$ cat config.mk
export PLATFORM = sky130hd
export DESIGN_NAME = base64_stream_codec_top
export DESIGN_NICKNAME = d
export VERILOG_FILES = /design/src/rtl/b64sc_pkg.sv /design/src/rtl/b64sc_step.sv /design/src/rtl/b64sc_drain.sv /design/src/rtl/base64_stream_codec_top.sv
export VERILOG_INCLUDE_DIRS = /design/src /design/src/rtl
export SDC_FILE = /design/constraint.sdc
export NUM_CORES = 1
export LEC_CHECK = 0
export ABC_AREA = 0
export CORE_UTILIZATION = 55
export DETAILED_ROUTE_END_ITERATION = 6
export DONT_BUFFER_PORTS = 1
export PLACE_DENSITY = 0.67
export SETUP_SLACK_MARGIN = 0.5
export SYNTH_ARGS = -nofsm -noshare
export SYNTH_HDL_FRONTEND = slang
export SYNTH_SLANG_ARGS = --single-unit
$ cat constraint.sdc
create_clock -name clk -period 11 [get_ports clk]
set_input_delay 1.1 -clock clk [delete_from_list [all_inputs] [get_ports clk]]
set_output_delay 1.1 -clock clk [all_outputs]
set_load 0.005 [all_outputs]
$ cat src/rtl/base64_stream_codec_top_assert.svh
// Assertion macros for the codec RTL, included by the result holding register.
`ifndef BASE64_STREAM_CODEC_TOP_ASSERT_SVH
`define BASE64_STREAM_CODEC_TOP_ASSERT_SVH

// Checked only out of reset.
`define B64SC_ASSERT_CLK(lbl, prop, msg) \
	lbl: assert property (@(posedge clk) disable iff (!arst_n) prop) else $error(msg);

// Checked at every edge, reset included.
`define B64SC_ASSERT_ALWAYS(lbl, prop, msg) \
	lbl: assert property (@(posedge clk) prop) else $error(msg);

`endif

$ cat src/rtl/b64sc_pkg.sv
// Types, constants and alphabet functions for the Base64 codec.
`default_nettype none
package b64sc_pkg;

	localparam int unsigned MaxRes = 4;
	localparam logic [7:0] PAD_CHAR = 8'h3D;

	typedef struct packed {
		logic [7:0] data;
		logic       dvalid;
		logic       last;
	} res_t;

	typedef struct packed {
		res_t [MaxRes-1:0] item;
		logic [2:0]        cnt;
	} bundle_t;

	// 6-bit value to alphabet character
	function automatic logic [7:0] enc_char(input logic [5:0] v);
		logic [7:0] c;
		if (v < 6'd26)
			c = 8'h41 + {2'b00, v};
		else if (v < 6'd52)
			c = 8'h61 + {2'b00, v} - 8'd26;
		else if (v < 6'd62)
			c = 8'h30 + {2'b00, v} - 8'd52;
		else if (v == 6'd62)
			c = 8'h2B;
		else
			c = 8'h2F;
		return c;
	endfunction

	// character to 6-bit value; anything outside the alphabet maps to 63
	function automatic logic [5:0] sextet_of(input logic [7:0] c);
		logic [5:0] v;
		if (c >= 8'h41 && c <= 8'h5A)
			v = 6'(c - 8'h41);
		else if (c >= 8'h61 && c <= 8'h7A)
			v = 6'(c - 8'h61 + 8'd26);
		else if (c >= 8'h30 && c <= 8'h39)
			v = 6'(c - 8'h30 + 8'd52);
		else if (c == 8'h2B)
			v = 6'd62;
		else
			v = 6'd63;
		return v;
	endfunction

endpackage
`default_nettype wire

$ cat src/rtl/b64sc_step.sv
// Message state and the expansion of one registered item into its result beats.
`default_nettype none
module b64sc_step (
	input  wire logic              clk,
	input  wire logic              arst_n,
	input  wire logic              decode_mode,
	input  wire logic              clear,
	input  wire logic              take,
	input  wire logic [7:0]        sym,
	input  wire logic              fin,
	output b64sc_pkg::bundle_t     bundle
);
	import b64sc_pkg::*;

	logic [13:0] acc_q;
	logic [3:0]  bc_q;
	logic [1:0]  cm_q;
	logic        pad_q;

	logic [13:0] acc_n;
	logic [3:0]  bc_n;
	logic [1:0]  cm_n;
	logic        pad_n;

	// encode path
	logic [13:0] acc_e;
	logic [3:0]  bc_e, bc_r;
	logic [5:0]  c0, c1, ctail;
	logic        two, tail;
	logic [2:0]  nchr, total, cnt;
	logic [1:0]  cm1, cm2, pads;

	// decode path
	logic [5:0]  sx;
	logic [13:0] acc_d;
	logic [3:0]  bc_d;
	logic        got, byte_ok;
	logic [7:0]  dbyte;

	always_comb begin
		acc_e = {acc_q[5:0], sym};
		bc_e  = bc_q + 4'd8;
		two   = (bc_e >= 4'd12);
		c0    = 6'(acc_e >> (bc_e - 4'd6));
		c1    = 6'(acc_e >> (bc_e - 4'd12));
		bc_r  = two ? (bc_e - 4'd12) : (bc_e - 4'd6);
		nchr  = two ? 3'd2 : 3'd1;
		tail  = fin && (bc_r != 4'd0);
		ctail = 6'({2'b00, acc_e[5:0]} << (4'd6 - bc_r));
		cm1   = cm_q + nchr[1:0];
		cm2   = cm1 + {1'b0, tail};
		pads  = fin ? (2'd0 - cm2) : 2'd0;
		total = nchr + {2'b00, tail} + {1'b0, pads};

		sx      = sextet_of(sym);
		acc_d   = {acc_q[7:0], sx};
		bc_d    = bc_q + 4'd6;
		got     = !pad_q && (sym != PAD_CHAR);
		byte_ok = got && (bc_d >= 4'd8);
		dbyte   = 8'(acc_d >> (bc_d - 4'd8));

		bundle = '0;
		if (!decode_mode) begin
			cnt = (total > 3'(MaxRes)) ? 3'(MaxRes) : total;
			for (int k = 0; k < MaxRes; k++) begin
				if (3'(k) < nchr)
					bundle.item[k].data = enc_char((k == 0) ? c0 : c1);
				else if (3'(k) < nchr + {2'b00, tail})
					bundle.item[k].data = enc_char(ctail);
				else
					bundle.item[k].data = PAD_CHAR;
				bundle.item[k].dvalid = 1'b1;
				bundle.item[k].last   = fin && (3'(k) == cnt - 3'd1);
			end
			acc_n = acc_e;
			bc_n  = bc_r;
			cm_n  = cm2;
			pad_n = pad_q;
		end else begin
			cnt = (byte_ok || fin) ? 3'd1 : 3'd0;
			bundle.item[0].data   = byte_ok ? dbyte : 8'd0;
			bundle.item[0].dvalid = byte_ok;
			bundle.item[0].last   = fin;
			acc_n = got ? acc_d : acc_q;
			bc_n  = byte_ok ? (bc_d - 4'd8) : (got ? bc_d : bc_q);
			cm_n  = cm_q;
			pad_n = pad_q || (sym == PAD_CHAR);
		end
		bundle.cnt = cnt;
	end

	always_ff @(posedge clk or negedge arst_n) begin
		if (!arst_n) begin
			acc_q <= '0;
			bc_q  <= '0;
			cm_q  <= '0;
			pad_q <= 1'b0;
		end else if (clear || (take && fin)) begin
			acc_q <= '0;
			bc_q  <= '0;
			cm_q  <= '0;
			pad_q <= 1'b0;
		end else if (take) begin
			acc_q <= acc_n;
			bc_q  <= bc_n;
			cm_q  <= cm_n;
			pad_q <= pad_n;
		end
	end

endmodule
`default_nettype wire

$ cat src/rtl/b64sc_drain.sv
// Holding register: takes an item's beats at once, sends one per cycle while m_ready.
`default_nettype none
module b64sc_drain (
	input  wire logic              clk,
	input  wire logic              arst_n,
	input  wire logic              load,
	input  wire b64sc_pkg::bundle_t bundle,
	output logic                   free,
	output logic                   m_valid,
	input  wire logic              m_ready,
	output b64sc_pkg::res_t        m_res
);
	import b64sc_pkg::*;

	res_t [MaxRes-1:0] buf_q;
	logic [2:0]        rem_q;
	logic [1:0]        idx_q;
	logic              fire;

	assign m_valid = (rem_q != 3'd0);
	assign fire    = m_valid && m_ready;
	assign free    = (rem_q == 3'd0) || ((rem_q == 3'd1) && m_ready);
	assign m_res   = buf_q[idx_q];

	always_ff @(posedge clk) begin
		if (load)
			buf_q <= bundle.item;
	end

	always_ff @(posedge clk or negedge arst_n) begin
		if (!arst_n) begin
			rem_q <= '0;
			idx_q <= '0;
		end else if (load) begin
			rem_q <= bundle.cnt;
			idx_q <= '0;
		end else if (fire) begin
			rem_q <= rem_q - 3'd1;
			idx_q <= idx_q + 2'd1;
		end
	end

`include "base64_stream_codec_top_assert.svh"

	`B64SC_ASSERT_ALWAYS(a_rem_range, rem_q <= 3'(MaxRes), "beat count beyond holding depth")
	`B64SC_ASSERT_CLK(a_load_free, load |-> free, "item loaded over beats still pending")
	`B64SC_ASSERT_CLK(a_last_final, (m_valid && m_res.last) |-> (rem_q == 3'd1), "tlast before final beat")

endmodule
`default_nettype wire

$ cat src/rtl/base64_stream_codec_top.sv
// Base64 codec top level: mode register, input register, message logic and result holding.
//
// Streaming Base64 codec. decode_mode (written on the cfg channel; the user must write it only
// while idle, which the block itself does not enforce; any write also restarts the message)
// selects encoding of raw bytes into alphabet characters or decoding of characters back into
// bytes. tlast on the input marks the end of a message: the encoder then flushes the zero-filled
// final character and pads with '=', the decoder closes with tlast on its last byte or on a bare
// end beat (tuser low). An accepted item is registered, then expanded combinationally into up to
// four result beats, which leave one per cycle while m_axis_tready is high from a holding
// register that is refilled on its final beat, so an item with beats waits until it is free.
// An item yields at most one beat when decoding (a byte once enough characters are in, or the
// bare end beat), one or two per byte mid-message when encoding, up to four at message end.
// Each input beat passes the input register and then the holding register before any result.
`default_nettype none
module base64_stream_codec_top (
	input  wire logic       clk,
	input  wire logic       arst_n,
	// configuration: decode_mode
	input  wire logic       cfg_valid,
	output logic            cfg_ready,
	input  wire logic       cfg_data,
	// input stream
	input  wire logic       s_axis_tvalid,
	output logic            s_axis_tready,
	input  wire logic [7:0] s_axis_tdata,   // [7:0] symbol_in
	input  wire logic       s_axis_tlast,   // final_item
	// result stream
	output logic            m_axis_tvalid,
	input  wire logic       m_axis_tready,
	output logic [7:0]      m_axis_tdata,   // [7:0] data_out
	output logic            m_axis_tuser,   // data_valid
	output logic            m_axis_tlast    // last_out
);
	import b64sc_pkg::*;

	logic       mode_q;
	logic       valid_s1;
	logic [7:0] sym_s1;
	logic       fin_s1;

	logic       cfg_fire, s_fire, take, load, free;
	bundle_t    bundle;
	res_t       m_res;

	assign cfg_ready     = 1'b1;
	assign cfg_fire      = cfg_valid && cfg_ready;
	// an item with no beats can retire even while the holding register is busy
	assign take          = valid_s1 && ((bundle.cnt == 3'd0) || free);
	assign load          = take && (bundle.cnt != 3'd0);
	assign s_axis_tready = !valid_s1 || take;
	assign s_fire        = s_axis_tvalid && s_axis_tready;

	always_ff @(posedge clk or negedge arst_n) begin
		if (!arst_n)
			mode_q <= 1'b0;
		else if (cfg_fire)
			mode_q <= cfg_data;
	end

	always_ff @(posedge clk or negedge arst_n) begin
		if (!arst_n)
			valid_s1 <= 1'b0;
		else if (s_fire)
			valid_s1 <= 1'b1;
		else if (take)
			valid_s1 <= 1'b0;
	end

	always_ff @(posedge clk) begin
		if (s_fire) begin
			sym_s1 <= s_axis_tdata;
			fin_s1 <= s_axis_tlast;
		end
	end

	b64sc_step u_step (
		.clk         (clk),
		.arst_n      (arst_n),
		.decode_mode (mode_q),
		.clear       (cfg_fire),
		.take        (take),
		.sym         (sym_s1),
		.fin         (fin_s1),
		.bundle      (bundle)
	);

	b64sc_drain u_drain (
		.clk     (clk),
		.arst_n  (arst_n),
		.load    (load),
		.bundle  (bundle),
		.free    (free),
		.m_valid (m_axis_tvalid),
		.m_ready (m_axis_tready),
		.m_res   (m_res)
	);

	assign m_axis_tdata = m_res.data;
	assign m_axis_tuser = m_res.dvalid;
	assign m_axis_tlast = m_res.last;

endmodule
`default_nettype wire
==> metrics.csv <==
metric,value,unit
max_stage_delay,1060,ps
dieArea,12180,sq um
min_period,6323,ps
drc,0,
maxSlewViolCount,0,
postCtsSetupBuffers,0,
numCtsBuffers,9,
finalClockSkew,4.947,ps
synth_cell_types,88,
clkSinkCount,68,
required,11210,ps
grt_pass1_vias,4775,
coreArea,11420,sq um
final_area,6754,sq um
arrival,6530,ps
mostFrequentLayoutCell,nand2_1,
startpoint_type,flip-flop,
dpl_cell_area,6430,sq um
die_y,110.4,microns
critPathBufInv,1,
finalSetupTns,0,ps
slew_headroom,11.80,%
rsz0062_at_grt,no,
grtUsageMet1,39.65,%
clk_pin_slew_worst_paths,60,ps
fill_cells,1004,
insertion_delay,330,ps
cts_tree,yes,
drive_gt1_share,11.06,%
r2r-end,u_step.bc_q[2],
synth-seq-cells,68,
clockBufferDepth,2,
drt_wl_total,16.71,mm
synth-seq-area-share,29.98,%
avgSynthCellArea,9.310,sq um
grt_usage,28.25,%
h-tree-depth,3,
finalWeightedCongestion,0.9293,
critPathCaptureType,flip-flop,
synth_ff_type,edfxtp_1,
synthCells,694,
dp.cells,796,
ctsHoldBuffers,0,
drtIter0Drc,539,
path_class,reg2reg,
worstMarginPinSlew,1323,ps
cts_root_buffer,clkbuf_16,
netlist_area,6461,sq um
ant_nets,0,
fin_crit_sh,57.49,%
cpMaxStageDelayCell,a21oi_1,
cts_repair_resize_count,0,
firstDrtPassIters,5,
r2r_cells,14,
max-cap-violations,0,
max_freq,0.1581,GHz
io_buffers,0,
ff2ff_setup_slack,4680,ps
path_max_fanout,22,
reg2reg_from,u_step.bc_q[2],
avgViaCountPerCell,6.650,
final_nets,729,
rows,39,
overflow,0,
routedWlPerCell,20.57,microns
status,"finished, final reports clean",
yosysWarningCount,0,
grt_use_met2,44.85,%
setup_viol,0,
grt_pass1_wl,25.52,mm
antenna_found_initial,0,
syn2layout_area_growth,4.531,%
syn-num-nets,759,
io_pins,28,
synth-edff-count,47,
setup_ws,4677,ps
start_util,56.59,%
critical-path-top-delay-family,adder cells,
final-hold-violation-count,0,
hold_class,in2async,
multi_input_area,4130,sq um
instances_no_fill,812,
n_antenna_cell,0,
vias,5400,
dpl.hpwl,12.30,mm
seq_area,1937,sq um
final_cell_mix,"66 x nand2_1, 48 x ha_1, 47 x edfxtp_1",
use_met3,5.585,%
place_ws,4787,ps
async_reset_ff_share,30.88,%
die_w,110.4,microns
crit_chain,ha_1 -> clkinv_1 -> fa_1 -> xnor2_1 -> xnor2_1 -> nor2_1 -> fa_1 -> nor2_1 -> nor4b_2 -> o21ai_1 -> o221ai_1 -> a21oi_1 -> or2_2 -> o21ai_0,
grt_max_degree,46,
top_usage_layer,met2,
## state kept, by name, summed over array words and instances (netlist names)
register       count
u_drain.buf_q     38
sym_s1             8
u_step.acc_q       8
u_drain.rem_q      3
u_step.bc_q        3
u_drain.idx_q      2
u_step.cm_q        2
fin_s1             1
mode_q             1
u_step.pad_q       1
valid_s1           1
## per-layer routing
metal,wire (microns),up-vias
li1,-,2552
met1,7706,2646
met2,7768,188
met3,1032,14
met4,197,0
met5,0,-
## final cells by class
type	count	area share (%)
Multi-Input combinational cell	539	61.15
Sequential cell	68	28.68
Clock buffer	9	3.335
Tap cell	143	2.649
Inverter	43	2.390
Clock inverter	7	1.464
Timing Repair Buffer	3	0.3335
## metrics by stage
step           utilization (%)  hold slack [ps]
6_report                 59.15            457.7
5_1_grt                  59.15            446.7
4_1_cts                  59.15            450.0
3_5_place_dp             56.31            482.4
3_3_place_gp             56.31            459.8
2_1_floorplan                -            443.9
## how the worst max path moves through the flow
| stage | from | endpoint | slack (ps) | cells past startpoint |
|---|---|---|---|---|
| global placement | u_step.bc_q[2] | u_step.bc_q[2] | 5050 | 14 |
| detailed placement | u_step.bc_q[2] | u_step.bc_q[2] | 4790 | 14 |
| finish | u_step.bc_q[2] | u_step.bc_q[2] | 4680 | 14 |
| global route | u_step.bc_q[2] | u_step.bc_q[2] | 4200 | 14 |
| CTS | u_step.bc_q[2] | u_step.bc_q[2] | 4740 | 14 |
| floorplan | u_step.bc_q[3] | u_drain.rem_q[2] | 4040 | 19 |
## cells by family (layout without fill, tap and decap cells)
| group | count (synthesis) | in the layout | synth area share, % |
|---|---|---|---|
| AND/OR/NAND/NOR | 221 | 221 | 17.62 |
| buffers and inverters | 87 | 62 | 6.177 |
| other | 1 | 1 | 0.05804 |
| AO/OA/AOI/OAI | 198 | 198 | 21.88 |
| XOR/XNOR | 21 | 21 | 3.079 |
| flip-flops | 68 | 68 | 29.98 |
| adder cells (fa/ha/maj) | 50 | 50 | 9.915 |
| multiplexers | 48 | 48 | 11.29 |
## synthesized netlist by cell type, drive strengths merged (3+ instances only)
cell type | n | area (sq um)
a211o | 3 | 26.28
a211oi | 14 | 105.1
a21boi | 5 | 37.54
a21o | 9 | 67.56
a21oi | 40 | 207.7
a221oi | 4 | 47.55
a22o | 4 | 35.03
a311oi | 3 | 26.28
a31oi | 14 | 87.58
and2 | 9 | 56.30
and3 | 7 | 43.79
buf | 25 | 166.4
clkbuf | 19 | 71.32
dfrtp | 21 | 525.5
edfxtp | 47 | 1411
ha | 48 | 600.6
inv | 42 | 157.6
mux2 | 6 | 71.31
mux2i | 23 | 230.2
mux4 | 19 | 427.9
nand2 | 66 | 247.7
nand2b | 16 | 107.6
nand3 | 21 | 105.1
nand4 | 4 | 25.02
nor2 | 34 | 127.6
nor2b | 13 | 81.33
nor3 | 25 | 130.1
nor4 | 6 | 37.54
nor4b | 3 | 38.79
nor4bb | 3 | 36.29
o211ai | 7 | 52.55
o21a | 3 | 22.52
o21ai | 35 | 178.9
o21bai | 3 | 22.52
o221ai | 3 | 26.28
o22ai | 6 | 37.54
o31a | 3 | 27.53
o31ai | 12 | 90.09
o32ai | 5 | 51.30
or2 | 5 | 31.28
xnor2 | 15 | 138.9
xor2 | 6 | 60.06
Power is left out: the tool's default activity adds up to more than one toggle a clock period on the data nets, which glitch-free logic cannot reach.
